<file path="src/assert_macros.svh">
// Assertion macros shared by the RTL of the variance monitor.
// No dependencies; included by files that carry concurrent checks.
`ifndef ASSERT_MACROS_SVH
`define ASSERT_MACROS_SVH
`ifndef SYNTHESIS
// Property must hold at every clock edge out of reset.
`define SWVM_ASSERT(lbl, clk, rst_n, prop, msg) \
  lbl: assert property (@(posedge clk) disable iff (!rst_n) prop) else $error(msg);
// Condition must never be seen at a clock edge out of reset.
`define SWVM_ASSERT_NEVER(lbl, clk, rst_n, cond, msg) \
  lbl: assert property (@(posedge clk) disable iff (!rst_n) !(cond)) else $error(msg);
`else
`define SWVM_ASSERT(lbl, clk, rst_n, prop, msg)
`define SWVM_ASSERT_NEVER(lbl, clk, rst_n, cond, msg)
`endif
`endif

</file>
<file path="src/swvm_pkg.sv">
// Package for the sliding window variance monitor: field widths, reset
// values, the window control struct and the sample magnitude helper.
// No dependencies.
package swvm_pkg;

  // Field widths
  localparam int unsigned SampleW    = 16;
  localparam int unsigned VarW       = 30;
  localparam int unsigned FillOutW   = 5;
  localparam int unsigned InDataW    = 16;
  localparam int unsigned OutDataW   = 40;

  // Defaults
  localparam int unsigned DefaultWindowDepth = 16;
  localparam logic [VarW-1:0] ThrReset = VarW'(128);
  localparam logic [VarW-1:0] VarMax   = '1;

  // Window memory control
  typedef struct packed {
    logic rd;  // read the slot at the write position
    logic wr;  // write the slot and advance
  } ring_ctrl_t;

  // Magnitude of a sample; the most negative value maps to 2^(SampleW-1)
  function automatic logic [SampleW-1:0] abs_sample(logic signed [SampleW-1:0] x);
    logic [SampleW-1:0] r;
    r = x[SampleW-1] ? SampleW'(-x) : SampleW'(x);
    return r;
  endfunction

endpackage

</file>
<file path="src/swvm_serial_mult.sv">
// Bit-serial unsigned shift-add multiplier, one multiplier bit per cycle.
// Depends on swvm_pkg for its default width.
module swvm_serial_mult #(
  parameter int unsigned Width = swvm_pkg::SampleW
) (
  input  logic               clk_i,
  input  logic               rst_ni,
  input  logic               start_i,
  input  logic [Width-1:0]   a_i,
  input  logic [Width-1:0]   b_i,
  output logic               done_o,
  output logic [2*Width-1:0] prod_o
);
  import swvm_pkg::*;

  localparam int unsigned CntW = $clog2(Width + 1);

  logic               busy_q;
  logic               done_q;
  logic [CntW-1:0]    cnt_q;
  logic [Width-1:0]   a_q;
  logic [2*Width-1:0] p_q;
  logic [Width:0]     step_sum;

  // Add the multiplicand into the upper half when the current bit is set
  assign step_sum = {1'b0, p_q[2*Width-1:Width]} + (p_q[0] ? {1'b0, a_q} : '0);

  // Control
  always_ff @(posedge clk_i or negedge rst_ni) begin
    if (!rst_ni) begin
      busy_q <= 1'b0;
      done_q <= 1'b0;
      cnt_q  <= '0;
    end else begin
      done_q <= 1'b0;
      if (start_i) begin
        busy_q <= 1'b1;
        cnt_q  <= CntW'(Width);
      end else if (busy_q) begin
        cnt_q <= cnt_q - 1'b1;
        if (cnt_q == CntW'(1)) begin
          busy_q <= 1'b0;
          done_q <= 1'b1;
        end
      end
    end
  end

  // Product shift register; low half starts with the multiplier
  always_ff @(posedge clk_i) begin
    if (start_i) begin
      a_q <= a_i;
      p_q <= {{Width{1'b0}}, b_i};
    end else if (busy_q) begin
      p_q <= {step_sum, p_q[Width-1:1]};
    end
  end

  assign done_o = done_q;
  assign prod_o = p_q;

endmodule

</file>
<file path="src/swvm_serial_div.sv">
// Restoring divider, one quotient bit per cycle, unsigned operands.
// Depends on swvm_pkg for its default widths.
module swvm_serial_div #(
  parameter int unsigned DividendW = 2 * swvm_pkg::SampleW,
  parameter int unsigned DivisorW  = swvm_pkg::FillOutW
) (
  input  logic                 clk_i,
  input  logic                 rst_ni,
  input  logic                 start_i,
  input  logic [DividendW-1:0] dividend_i,
  input  logic [DivisorW-1:0]  divisor_i,
  output logic                 done_o,
  output logic [DividendW-1:0] quot_o
);
  import swvm_pkg::*;

  localparam int unsigned CntW = $clog2(DividendW + 1);

  logic                 busy_q;
  logic                 done_q;
  logic [CntW-1:0]      cnt_q;
  logic [DivisorW-1:0]  d_q;
  logic [DivisorW-1:0]  r_q;
  logic [DividendW-1:0] q_q;
  logic [DivisorW:0]    trial;
  logic [DivisorW:0]    trial_diff;
  logic                 fits;

  // Bring down the next dividend bit and try a subtract
  assign trial      = {r_q, q_q[DividendW-1]};
  assign trial_diff = trial - {1'b0, d_q};
  assign fits       = (trial >= {1'b0, d_q});

  // Control
  always_ff @(posedge clk_i or negedge rst_ni) begin
    if (!rst_ni) begin
      busy_q <= 1'b0;
      done_q <= 1'b0;
      cnt_q  <= '0;
    end else begin
      done_q <= 1'b0;
      if (start_i) begin
        busy_q <= 1'b1;
        cnt_q  <= CntW'(DividendW);
      end else if (busy_q) begin
        cnt_q <= cnt_q - 1'b1;
        if (cnt_q == CntW'(1)) begin
          busy_q <= 1'b0;
          done_q <= 1'b1;
        end
      end
    end
  end

  // Remainder and dividend/quotient shift register
  always_ff @(posedge clk_i) begin
    if (start_i) begin
      d_q <= divisor_i;
      r_q <= '0;
      q_q <= dividend_i;
    end else if (busy_q) begin
      r_q <= fits ? trial_diff[DivisorW-1:0] : trial[DivisorW-1:0];
      q_q <= {q_q[DividendW-2:0], fits};
    end
  end

  assign done_o = done_q;
  assign quot_o = q_q;

endmodule

</file>
<file path="src/swvm_ring.sv">
// Sample window: ring memory with registered read, write position and
// fill count. Depends on swvm_pkg for the control struct.
module swvm_ring #(
  parameter int unsigned Depth = swvm_pkg::DefaultWindowDepth,
  parameter int unsigned Width = swvm_pkg::SampleW
) (
  input  logic                       clk_i,
  input  logic                       rst_ni,
  input  swvm_pkg::ring_ctrl_t       ctrl_i,
  input  logic [Width-1:0]           wr_data_i,
  output logic [Width-1:0]           rd_data_o,
  output logic [$clog2(Depth+1)-1:0] fill_o
);
  import swvm_pkg::*;

  localparam int unsigned PosW  = $clog2(Depth);
  localparam int unsigned FillW = $clog2(Depth + 1);

  logic [Width-1:0] mem_q [Depth];
  logic [Width-1:0] rd_data_q;
  logic [PosW-1:0]  pos_q;
  logic [FillW-1:0] fill_q;
  logic             full;

  assign full = (fill_q == FillW'(Depth));

  // Memory: one port, read of the oldest slot before it is overwritten
  always_ff @(posedge clk_i) begin
    if (ctrl_i.wr) begin
      mem_q[pos_q] <= wr_data_i;
    end
    if (ctrl_i.rd) begin
      rd_data_q <= mem_q[pos_q];
    end
  end

  // Write position and fill count
  always_ff @(posedge clk_i or negedge rst_ni) begin
    if (!rst_ni) begin
      pos_q  <= '0;
      fill_q <= '0;
    end else if (ctrl_i.wr) begin
      pos_q <= (pos_q == PosW'(Depth - 1)) ? '0 : pos_q + 1'b1;
      if (!full) begin
        fill_q <= fill_q + 1'b1;
      end
    end
  end

  assign rd_data_o = rd_data_q;
  assign fill_o    = fill_q;

endmodule

</file>
<file path="src/sliding_window_variance_monitor_unit.sv">
// Sliding window variance monitor: one signed Q11.4 sample in, one result
// item out with the population variance (unsigned Q.8), a threshold flag and
// the fill level. One item is in work at a time; the bit-serial squarers,
// the bit-serial mean divider and the squarer of the mean run in series,
// the divider being sum width = 17 + log2(window) bits long. The result
// becomes valid in the same cycle as the next item can be taken, and
// waits in the output register while the next item is taken.
// Depends on swvm_pkg, swvm_ring, swvm_serial_mult, swvm_serial_div.
`include "assert_macros.svh"

module sliding_window_variance_monitor_unit #(
  parameter int unsigned WindowDepth = swvm_pkg::DefaultWindowDepth
) (
  input  logic                          clk_i,
  input  logic                          rst_ni,
  // Input items
  input  logic                          s_axis_tvalid,
  output logic                          s_axis_tready,
  input  logic [swvm_pkg::InDataW-1:0]  s_axis_tdata,  // [15:0] sample
  // Result items
  output logic                          m_axis_tvalid,
  input  logic                          m_axis_tready,
  output logic [swvm_pkg::OutDataW-1:0] m_axis_tdata,  // [29:0] variance,
                                                        // [30] fluctuating,
                                                        // [35:31] fill_level,
                                                        // [39:36] zero
  // Threshold register write
  input  logic                          cfg_valid_i,
  output logic                          cfg_ready_o,
  input  logic [swvm_pkg::VarW-1:0]     cfg_data_i
);
  import swvm_pkg::*;

  localparam int unsigned FillW = $clog2(WindowDepth + 1);
  localparam int unsigned SumW  = SampleW + $clog2(WindowDepth) + 1;
  localparam int unsigned SqW   = 2 * SampleW - 1 + $clog2(WindowDepth);
  localparam int unsigned ProdW = 2 * SampleW;
  localparam int unsigned PadW  = OutDataW - VarW - 1 - FillOutW;

  typedef enum logic [2:0] {
    S_IDLE,
    S_READ,
    S_SQ,
    S_DIV_GO,
    S_DIV,
    S_FIN
  } state_e;

  state_e                      state_q;
  logic signed [SampleW-1:0]   sample_q;
  logic signed [SumW-1:0]      sum_q;
  logic [SqW-1:0]              sqsum_q;
  logic [VarW-1:0]             thr_q;
  logic                        m2_ok_q;
  logic                        msq_ok_q;
  logic                        out_valid_q;
  logic [OutDataW-1:0]         out_data_q;

  logic                        in_accept;
  ring_ctrl_t                  ring_ctrl;
  logic [SampleW-1:0]          ring_rd;
  logic [FillW-1:0]            ring_fill;
  logic                        ring_full;
  logic signed [SampleW-1:0]   old_s;

  logic                        mula_start;
  logic [SampleW-1:0]          mula_op;
  logic                        mula_done;
  logic [ProdW-1:0]            mula_prod;
  logic                        mulb_start;
  logic [SampleW-1:0]          mulb_op;
  logic                        mulb_done;
  logic [ProdW-1:0]            mulb_prod;

  logic                        div_start;
  logic [SumW-1:0]             sum_abs;
  logic                        divs_done;
  logic [SumW-1:0]             divs_quot;
  logic                        divq_done;
  logic [SqW-1:0]              divq_quot;

  logic signed [SumW-1:0]      sum_next;
  logic [SqW-1:0]              sq_next;
  logic [SqW-1:0]              m2_ext;
  logic [SqW-1:0]              var_full;
  logic [VarW-1:0]             var_res;
  logic                        flag_res;
  logic                        out_free;
  logic                        out_load;

  assign in_accept     = s_axis_tvalid && s_axis_tready;
  assign s_axis_tready = (state_q == S_IDLE);
  assign cfg_ready_o   = 1'b1;

  // Window memory: read the oldest slot on accept, write once the squares are in
  assign ring_ctrl.rd = in_accept;
  assign ring_ctrl.wr = (state_q == S_SQ) && mula_done;
  assign ring_full    = (ring_fill == FillW'(WindowDepth));
  assign old_s        = ring_full ? ring_rd : '0;

  swvm_ring #(
    .Depth (WindowDepth),
    .Width (SampleW)
  ) u_ring (
    .clk_i     (clk_i),
    .rst_ni    (rst_ni),
    .ctrl_i    (ring_ctrl),
    .wr_data_i (sample_q),
    .rd_data_o (ring_rd),
    .fill_o    (ring_fill)
  );

  // Squarer A: new sample, then the mean; squarer B: dropped sample
  assign mula_start = (state_q == S_READ) || ((state_q == S_DIV) && divs_done);
  assign mula_op    = (state_q == S_READ) ? abs_sample(sample_q)
                                          : divs_quot[SampleW-1:0];
  assign mulb_start = (state_q == S_READ);
  assign mulb_op    = abs_sample(old_s);

  swvm_serial_mult #(
    .Width (SampleW)
  ) u_mul_a (
    .clk_i   (clk_i),
    .rst_ni  (rst_ni),
    .start_i (mula_start),
    .a_i     (mula_op),
    .b_i     (mula_op),
    .done_o  (mula_done),
    .prod_o  (mula_prod)
  );

  swvm_serial_mult #(
    .Width (SampleW)
  ) u_mul_b (
    .clk_i   (clk_i),
    .rst_ni  (rst_ni),
    .start_i (mulb_start),
    .a_i     (mulb_op),
    .b_i     (mulb_op),
    .done_o  (mulb_done),
    .prod_o  (mulb_prod)
  );

  // Running sums after dropping the oldest and adding the new sample
  assign sum_next = sum_q - SumW'(old_s) + SumW'(sample_q);
  assign sq_next  = sqsum_q - SqW'(mulb_prod) + SqW'(mula_prod);

  // Mean magnitude and mean square, both truncated
  assign div_start = (state_q == S_DIV_GO);
  assign sum_abs   = sum_q[SumW-1] ? SumW'(-sum_q) : SumW'(sum_q);

  swvm_serial_div #(
    .DividendW (SumW),
    .DivisorW  (FillW)
  ) u_div_sum (
    .clk_i      (clk_i),
    .rst_ni     (rst_ni),
    .start_i    (div_start),
    .dividend_i (sum_abs),
    .divisor_i  (ring_fill),
    .done_o     (divs_done),
    .quot_o     (divs_quot)
  );

  swvm_serial_div #(
    .DividendW (SqW),
    .DivisorW  (FillW)
  ) u_div_sq (
    .clk_i      (clk_i),
    .rst_ni     (rst_ni),
    .start_i    (div_start),
    .dividend_i (sqsum_q),
    .divisor_i  (ring_fill),
    .done_o     (divq_done),
    .quot_o     (divq_quot)
  );

  // Variance: clamp at zero, saturate, zero for at most one sample
  assign m2_ext   = SqW'(mula_prod);
  assign var_full = (divq_quot > m2_ext) ? (divq_quot - m2_ext) : '0;
  always_comb begin
    if (ring_fill <= FillW'(1)) begin
      var_res = '0;
    end else if (var_full > SqW'(VarMax)) begin
      var_res = VarMax;
    end else begin
      var_res = var_full[VarW-1:0];
    end
  end
  assign flag_res = (var_res > thr_q);

  assign out_free = !out_valid_q || m_axis_tready;
  assign out_load = (state_q == S_FIN) && out_free;

  // Sequencer, running sums, threshold and output valid
  always_ff @(posedge clk_i or negedge rst_ni) begin
    if (!rst_ni) begin
      state_q     <= S_IDLE;
      sum_q       <= '0;
      sqsum_q     <= '0;
      thr_q       <= ThrReset;
      m2_ok_q     <= 1'b0;
      msq_ok_q    <= 1'b0;
      out_valid_q <= 1'b0;
    end else begin
      if (cfg_valid_i) begin
        thr_q <= cfg_data_i;
      end
      if (out_load) begin
        out_valid_q <= 1'b1;
      end else if (m_axis_tready) begin
        out_valid_q <= 1'b0;
      end
      case (state_q)
        S_IDLE: begin
          if (in_accept) begin
            state_q <= S_READ;
          end
        end
        S_READ: begin
          state_q <= S_SQ;
        end
        S_SQ: begin
          if (mula_done) begin
            sum_q   <= sum_next;
            sqsum_q <= sq_next;
            state_q <= S_DIV_GO;
          end
        end
        S_DIV_GO: begin
          m2_ok_q  <= 1'b0;
          msq_ok_q <= 1'b0;
          state_q  <= S_DIV;
        end
        S_DIV: begin
          if (mula_done) begin
            m2_ok_q <= 1'b1;
          end
          if (divq_done) begin
            msq_ok_q <= 1'b1;
          end
          if (m2_ok_q && msq_ok_q) begin
            state_q <= S_FIN;
          end
        end
        S_FIN: begin
          if (out_free) begin
            state_q <= S_IDLE;
          end
        end
        default: begin
          state_q <= S_IDLE;
        end
      endcase
    end
  end

  // Payload registers
  always_ff @(posedge clk_i) begin
    if (in_accept) begin
      sample_q <= s_axis_tdata[SampleW-1:0];
    end
    if (out_load) begin
      out_data_q <= {{PadW{1'b0}}, FillOutW'(ring_fill), flag_res, var_res};
    end
  end

  assign m_axis_tvalid = out_valid_q;
  assign m_axis_tdata  = out_data_q;

  // Checks
  `SWVM_ASSERT_NEVER(a_fill_bound, clk_i, rst_ni, ring_fill > FillW'(WindowDepth), "window fill above depth")
  `SWVM_ASSERT(a_fin_ready, clk_i, rst_ni, (state_q == S_FIN) |-> (m2_ok_q && msq_ok_q), "result formed before both means")
  `SWVM_ASSERT(a_small_zero, clk_i, rst_ni, (out_load && ring_fill <= FillW'(1)) |=> (m_axis_tdata[VarW:0] == '0), "nonzero variance for one sample")
  `SWVM_ASSERT(a_flag_thr, clk_i, rst_ni, (m_axis_tvalid && m_axis_tdata[VarW]) |-> (m_axis_tdata[VarW-1:0] > thr_q), "flag without variance above threshold")
  `SWVM_ASSERT(a_mul_lockstep, clk_i, rst_ni, (state_q == S_SQ) |-> (mula_done == mulb_done), "squarers out of step")

endmodule
</file>
<file path="config.mk">
export PLATFORM = sky130hd
export DESIGN_NAME = sliding_window_variance_monitor_unit
export DESIGN_NICKNAME = d
export VERILOG_FILES = /design/src/swvm_pkg.sv /design/src/swvm_serial_mult.sv /design/src/swvm_serial_div.sv /design/src/swvm_ring.sv /design/src/sliding_window_variance_monitor_unit.sv
export VERILOG_INCLUDE_DIRS = /design/src /design/src/src
export SDC_FILE = /design/constraint.sdc
export NUM_CORES = 1
export LEC_CHECK = 0
export BUFFER_PORTS_ARGS = -buffer_cell sky130_fd_sc_hd__buf_2
export CAP_MARGIN = 20
export CORE_UTILIZATION = 35
export CTS_BUF_LIST = sky130_fd_sc_hd__clkbuf_16
export CTS_CLUSTER_DIAMETER = 30
export DETAILED_ROUTE_END_ITERATION = 7
export PLACE_DENSITY = 0.57
export SLEW_MARGIN = 20
export SYNTH_ARGS = -nofsm -noshare
export SYNTH_HDL_FRONTEND = slang
export SYNTH_SLANG_ARGS = --single-unit
</file>
<file path="constraint.sdc">
create_clock -name clk_i -period 5.8 [get_ports clk_i]
set_input_delay 0.87 -clock clk_i [delete_from_list [all_inputs] [get_ports clk_i]]
set_output_delay 0.87 -clock clk_i [all_outputs]
set_load 0.05 [all_outputs]
</file>
==> results.json, run 1 <==
{
  "status": "complete, no violations",
  "grt.overflow.total": 0,
  "yosysSeqAreaShare_pct": 52.2,
  "io_pins": 94,
  "avgSynthCellArea_um2": 11.5,
  "diodes": 0,
  "hold_buffers": 0,
  "die_area_um2": 97400,
  "relSlewSlack_pct": 26.5,
  "start_kind": "flop",
  "r2r_start": "u_div_sq.quot_o[1]$_DFFE_PP_",
  "finalHoldViolCount": 0,
  "synth_edf_count": 449,
  "postCtsSetupBuffers": 0,
  "ys_ff_latch": 620,
  "worst_setup_path_end_kind": "flop",
  "setup_tns_ns": 0,
  "drtPass1Iterations": 5,
  "multi_input_area_um2": 14600,
  "drc": 0,
  "yosys.area.top_type_share_pct": 40.1,
  "cts_tree": "done",
  "ys_async_sr_fraction_pct": 20.8,
  "vias": 22434,
  "final.period_utilization_pct": 91.5,
  "cts_resized": 0,
  "rsz0062_at_grt": "false",
  "yosysUniqueCellTypes": 80,
  "cts_max_level": 4,
  "hpwlAfterDp_mm": 58.9,
  "clk_latency_ns": 0.74,
  "worst_pin_slew_ns": 1.09,
  "path_class": "flop to flop",
  "drt-total-wl_mm": 83.5,
  "fmax_ghz": 0.189,
  "drt_iter0_drc": 1473,
  "hold_path_class": "primary input to async pin",
  "arrival_ns": 5.76,
  "areaGrowthSynthToFinish_pct": 20.4,
  "clk_path_buf_depth": 3,
  "seqCellArea_um2": 17600,
  "routabilityCongestion": 0.863,
  "ant_nets": 0,
  "grt_max_degree": 96,
  "root_buffer": "clkbuf_16",
  "cp_max_fo": 13,
  "clk_pin_slew_ns": 0.05,
  "ys.flop_type": "edfxtp_1",
  "setup_viol": 0,
  "coreArea_um2": 95200,
  "cts_buffers": 139,
  "fillers": 8871,
  "cp.required_ns": 6.26,
  "clock_sinks": 620,
  "synth_area_leader_cell": "edfxtp_1",
  "final-max-slew-violation-count": 0,
  "power_leakage_nw": 16.5,
  "io_buffers": 88,
  "fp-row-count": 113,
  "clock_skew_ns": 0.0547,
  "synth_warnings": 0,
  "grtUsageTotal_pct": 17.4,
  "max_cap_viol_count": 0,
  "start_util_pct": 35.4,
  "fp.dieW_um": 312,
  "wl_per_cell_um": 18.6,
  "whs_ns": 0.258,
  "antenna_found_initial": 0,
  "syn_area_um2": 33600,
  "crit_start": "u_div_sq.quot_o[1]$_DFFE_PP_",
  "nNetsFinal": 3391,
  "irDropWorstVdd_mv": 0.315,
  "p_per_area_nw_per_um2": 667,
  "vias_per_cell": 5.00,
  "syn_inst": 2931,
  "synth_most_common_cell": "edfxtp_1",
  "synth.area.top_cells": "edfxtp_1, dfrtp_1, ha_1, mux4_2, nand2_1",
  "die_h_um": 312,
  "fin_crit_ns": 5.31,
  "grt_pass1_vias": 22483,
  "grt_pass1_wl_mm": 130,
  "drive_above_1_share_pct": 16.7,
  "synthTopCellsByCount": "edfxtp_1, nand2_1, inv_1, o21ai_0, ha_1"
}
cells by family (layout without fill, tap and decap cells):
family	count (synthesis)	count (layout)	share of synthesized area [%]
AND/OR/NAND/NOR	777	777	10.8
flip-flops	620	620	52.2
buffers and inverters	411	696	4.71
XOR/XNOR	152	152	3.96
other	2	5	0.0223
multiplexers	127	127	6.82
AO/OA/AOI/OAI	606	606	11.5
adder cells (fa/ha/maj)	236	236	10.1
layer usage:
layer / GRT usage [%] / vias up / share of wire [%]
met5: 0 / - / 0
met4: 6.28 / 0 / 2.7
met3: 3.50 / 142 / 5.1
met2: 27.9 / 549 / 47
met1: 23.3 / 10862 / 46
li1: - / 10881 / -
path summary, 6_finish.rpt:
| path | endpoint | slack, ns | cells past startpoint |
|---|---|---|---|
| setup / recovery | m_axis_tdata[30]$_DFFE_PP_ | 0.49 | 21 |
| hold / removal | u_div_sq.cnt_q[5]$_DFFE_PN0P_ | 0.26 | 1 |
| setup reg to reg | m_axis_tdata[30]$_DFFE_PP_ | 0.49 | 21 |
| hold reg to reg | sqsum_q[16]$_DFFE_PN0P_ | 0.47 | 2 |
| max in group asynchronous | sqsum_q[25]$_DFFE_PN0P_ | 4.30 | 2 |
| min in group clk_i | sample_q[4]$_DFFE_PP_ | 0.31 | 1 |
critical path, stage by stage (launching register included):
cell	delay [ns]
edfxtp_1	0.44
ha_1	0.33
nor2b_1	0.15
o31a_1	0.29
o211a_1	0.28
a211oi_1	0.44
nor2_1	0.22
a221oi_4	0.36
nor2_1	0.13
a2111oi_4	0.56
buf_4	0.34
a21oi_2	0.09
ha_1	0.29
a21o_1	0.16
a21oi_1	0.14
nor2b_1	0.06
o21ai_0	0.18
nand2b_1	0.08
a21oi_1	0.14
o211ai_1	0.10
o21ai_0	0.17
a21oi_1	0.09
per-stage QoR:
stage / instances / setup WS (ns) / power (W) / area (um^2) / utilization [%]
finish: 4484 / 0.495 / 0.0270 / 40500 / 42.6
global route: 4484 / 0.107 / 0.0290 / 40500 / 42.6
CTS: 4484 / 0.456 / 0.0272 / 40500 / 42.6
detailed placement: 4228 / 0.445 / 0.0192 / 35700 / 37.5
global placement: 4228 / 0.522 / 0.0192 / 35700 / 37.5
floorplan: 2934 / 1.14 / 0.0161 / 33600 / -
registers in the layout, summed over array words and instances (netlist names), 6 cells and up:
signal / count
u_ring.mem_q: 256
m_axis_tdata: 36
sqsum_q: 35
u_div_sq.quot_o: 35
u_mul_a.prod_o: 32
u_mul_b.prod_o: 32
thr_q: 30
sum_q: 21
u_div_sum.quot_o: 21
sample_q: 16
u_mul_a.a_q: 16
u_mul_b.a_q: 16
u_ring.rd_data_o: 16
u_div_sq.cnt_q: 6
power breakdown:
| group | switching [W] | leakage [nW] | total, W | internal, W |
|---|---|---|---|---|
| Sequential | 0.000897 | 6.19 | 0.00697 | 0.00607 |
| Combinational | 0.00727 | 7.97 | 0.0122 | 0.00497 |
| Clock | 0.00276 | 2.34 | 0.00779 | 0.00503 |
area by class of cell:
cell class | count | share of cell area (%)
Sequential cell | 620 | 43.4
Multi-Input combinational cell | 1903 | 36.1
Timing Repair Buffer | 141 | 2.09
Clock inverter | 116 | 3.17
Inverter | 299 | 2.77
Clock buffer | 140 | 8.65
Tap cell | 1265 | 3.91
cell usage in the layout (no fill, tap or decap), types with 12 or more instances in the layout:
cell and instances:
or3_1 19, clkinv_2 18, inv_6 12, dfrtp_1 126, xor2_1 45, nand4_1 24
clkinvlp_4 14, o211ai_1 17, and2_1 52, nor2_1 149, nor2b_1 21, xnor2_1 107
nand2b_1 37, o21bai_1 12, a21oi_1 110, nor3_1 38, o21a_1 18, nand2_1 317
fa_1 57, nor2_2 12, clkbuf_16 140, edfxtp_1 449, o21ai_0 226, mux4_2 80
a211oi_1 28, mux2i_1 30, bufinv_16 12, o31ai_1 42, mux2_2 17, inv_1 312
buf_2 87, buf_4 53, a21oi_2 30, nand3_1 40, ha_1 179, a31oi_1 12
dfxtp_1 42, clkinv_1 19, a21o_1 46
(Power assumes the default switching activity.)
==> run 2: changes to the inputs <==
==> constraint.sdc (replaced) <==
create_clock -name clk_i -period 5.8 [get_ports clk_i]
set_input_delay 1.45 -clock clk_i [delete_from_list [all_inputs] [get_ports clk_i]]
set_output_delay 1.45 -clock clk_i [all_outputs]
set_load 0.05 [all_outputs]
==> run 2 against run 1 <==
Compared with the run above: sequential cell count stayed put; largest power group unchanged; highest routed layer is now met5; clock skew hardly changed; critical path type unchanged; count of clock-buffer cells in the layout is 5 higher.
==> results.json, run 2 (synthesis gave the netlist of run 1 again) <==
{
  "diodes": 0,
  "clock_skew_ns": 0.0547,
  "clk_path_buf_depth": 3,
  "grt_pass1_vias": 22548,
  "io_buffers": 88,
  "vias_per_cell": 4.99,
  "pre_cts_slack_ns": 0.452,
  "timing.final.ws_setup_ns": 0.495,
  "die_area_um2": 97400,
  "cts_resized": 0,
  "final-max-slew-violation-count": 0,
  "clock_sinks": 620,
  "drt_iter0_drc": 1409,
  "grt_pass1_wl_mm": 131,
  "ant_nets": 0,
  "die_h_um": 312,
  "cts_buffers": 144,
  "clk_latency_ns": 0.74,
  "largest_reg_flops": 256,
  "mostFrequentLayoutCells": "edfxtp_1, nand2_1, inv_1, o21ai_0, ha_1",
  "start_kind": "flop",
  "fp-row-count": 113,
  "cp_slowest_stage_delay_ns": 0.57,
  "status": "complete, no violations",
  "clk_pin_slew_ns": 0.05,
  "hold_path_class": "flop to flop",
  "grt.overflow.total": 0,
  "place_area_um2": 35700,
  "arrival_ns": 5.76,
  "whs_ns": 0.477,
  "grtUsageTotal_pct": 17.5,
  "cts_max_level": 4,
  "drive_above_1_share_pct": 17.1,
  "root_buffer": "clkbuf_16",
  "hold_buffers": 0,
  "crit_family": "compound AO/OA/AOI/OAI gates",
  "drc": 0,
  "drtPass1Iterations": 5,
  "slowest_stage": "a2111oi_4",
  "wl_per_cell_um": 18.6,
  "setup_viol": 0,
  "critPathBufInv": 2,
  "worst_pin_slew_ns": 1.09,
  "cp_max_fo": 9,
  "p_per_area_nw_per_um2": 678,
  "rsz0062_at_grt": "false",
  "largest_register": "u_ring.mem_q",
  "vias": 22435,
  "fp.dieW_um": 312,
  "cp.required_ns": 6.26,
  "relSlewSlack_pct": 26.2,
  "hpwlAfterDp_mm": 58.9,
  "setup_tns_ns": 0,
  "worstPathCellList": "inv_1, ha_1, nor2b_1, o31a_1, o211a_1, a211oi_1, nor2_1, a221oi_4, nor2_1, a2111oi_4, buf_4, a21oi_2, ha_1, o21a_1, o21a_1, o211ai_1, a21boi_0, o211ai_1, a21oi_1, o21ai_0, a21oi_1",
  "worst_setup_path_end_kind": "flop",
  "postCtsSetupBuffers": 0,
  "cts_tree": "done",
  "irDropWorstVdd_mv": 0.322,
  "power_leakage_nw": 16.7,
  "fillers": 8811,
  "areaGrowthSynthToFinish_pct": 22.0,
  "final.period_utilization_pct": 91.5,
  "drt-total-wl_mm": 83.8,
  "final_common_cell": "edfxtp_1",
  "coreArea_um2": 95200,
  "stdcell_area_um2": 41000,
  "antenna_found_initial": 1,
  "fin_crit_ns": 5.31,
  "grt_max_degree": 96,
  "io_pins": 94,
  "max_cap_viol_count": 0,
  "start_util_pct": 35.4,
  "fmax_ghz": 0.189,
  "finalHoldViolCount": 0,
  "routabilityCongestion": 0.864,
  "nNetsFinal": 3397,
  "path_class": "flop to flop"
}
run 2: layout make-up:
cell class | count | area (um^2) | share of cell area (%)
tap | 1265 | 1580 | 3.86
multi-input combinational | 1903 | 14600 | 35.6
sequential | 620 | 17600 | 42.8
inverter | 299 | 1120 | 2.74
timing repair buffer | 142 | 852 | 2.08
clock inverter | 124 | 1670 | 4.08
clock buffer | 145 | 3630 | 8.84
run 2: path summary, 6_finish.rpt:
kind | from | endpoint | slack, ns | depth (start not counted)
worst max-delay path | u_mul_a.prod_o[1]$_DFFE_PP_ | m_axis_tdata[30]$_DFFE_PP_ | 0.49 | 21
worst min-delay path | sqsum_q[10]$_DFFE_PN0P_ | sqsum_q[10]$_DFFE_PN0P_ | 0.48 | 2
worst max register to register | u_mul_a.prod_o[1]$_DFFE_PP_ | m_axis_tdata[30]$_DFFE_PP_ | 0.49 | 21
worst min register to register | sqsum_q[10]$_DFFE_PN0P_ | sqsum_q[10]$_DFFE_PN0P_ | 0.48 | 2
max in group asynchronous | rst_ni | thr_q[7]$_DFFE_PN1P_ | 4.02 | 2
min in group asynchronous | rst_ni | u_div_sq.cnt_q[5]$_DFFE_PN0P_ | 0.77 | 1
run 2: power by group:
part,switching (W),total (W),internal (W)
Combinational,0.00728,0.0123,0.00497
Sequential,0.000892,0.00696,0.00607
Clock,0.00286,0.00859,0.00574
run 2: worst register-to-register path, stage by stage, from the launching register on:
cell and delay (ns):
edfxtp_1 0.36, inv_1 0.17, ha_1 0.28, nor2b_1 0.15, o31a_1 0.29, o211a_1 0.29, a211oi_1 0.43, nor2_1 0.22
a221oi_4 0.34, nor2_1 0.13, a2111oi_4 0.57, buf_4 0.30, a21oi_2 0.08, ha_1 0.29, o21a_1 0.11, o21a_1 0.16
o211ai_1 0.15, a21boi_0 0.11, o211ai_1 0.25, a21oi_1 0.13, o21ai_0 0.17, a21oi_1 0.08
run 2: layer usage:
layer | wire, um | share of wire [%] | track usage [%] | vias up
met3 | 3760 | 4.5 | 2.94 | 143
met5 | 13 | 0.016 | 0 | -
met1 | 38400 | 46 | 23.6 | 10886
met4 | 1900 | 2.3 | 5.96 | 2
li1 | - | - | - | 10893
met2 | 39800 | 47 | 28.5 | 511
run 2: per-stage QoR:
stage / total power (W) / cells / util (%)
floorplan: 0.0161 / 2934 / -
CTS: 0.0280 / 4498 / 43.1
detailed placement: 0.0192 / 4229 / 37.5
global route: 0.0299 / 4498 / 43.1
finish: 0.0278 / 4498 / 43.1
global placement: 0.0192 / 4229 / 37.5
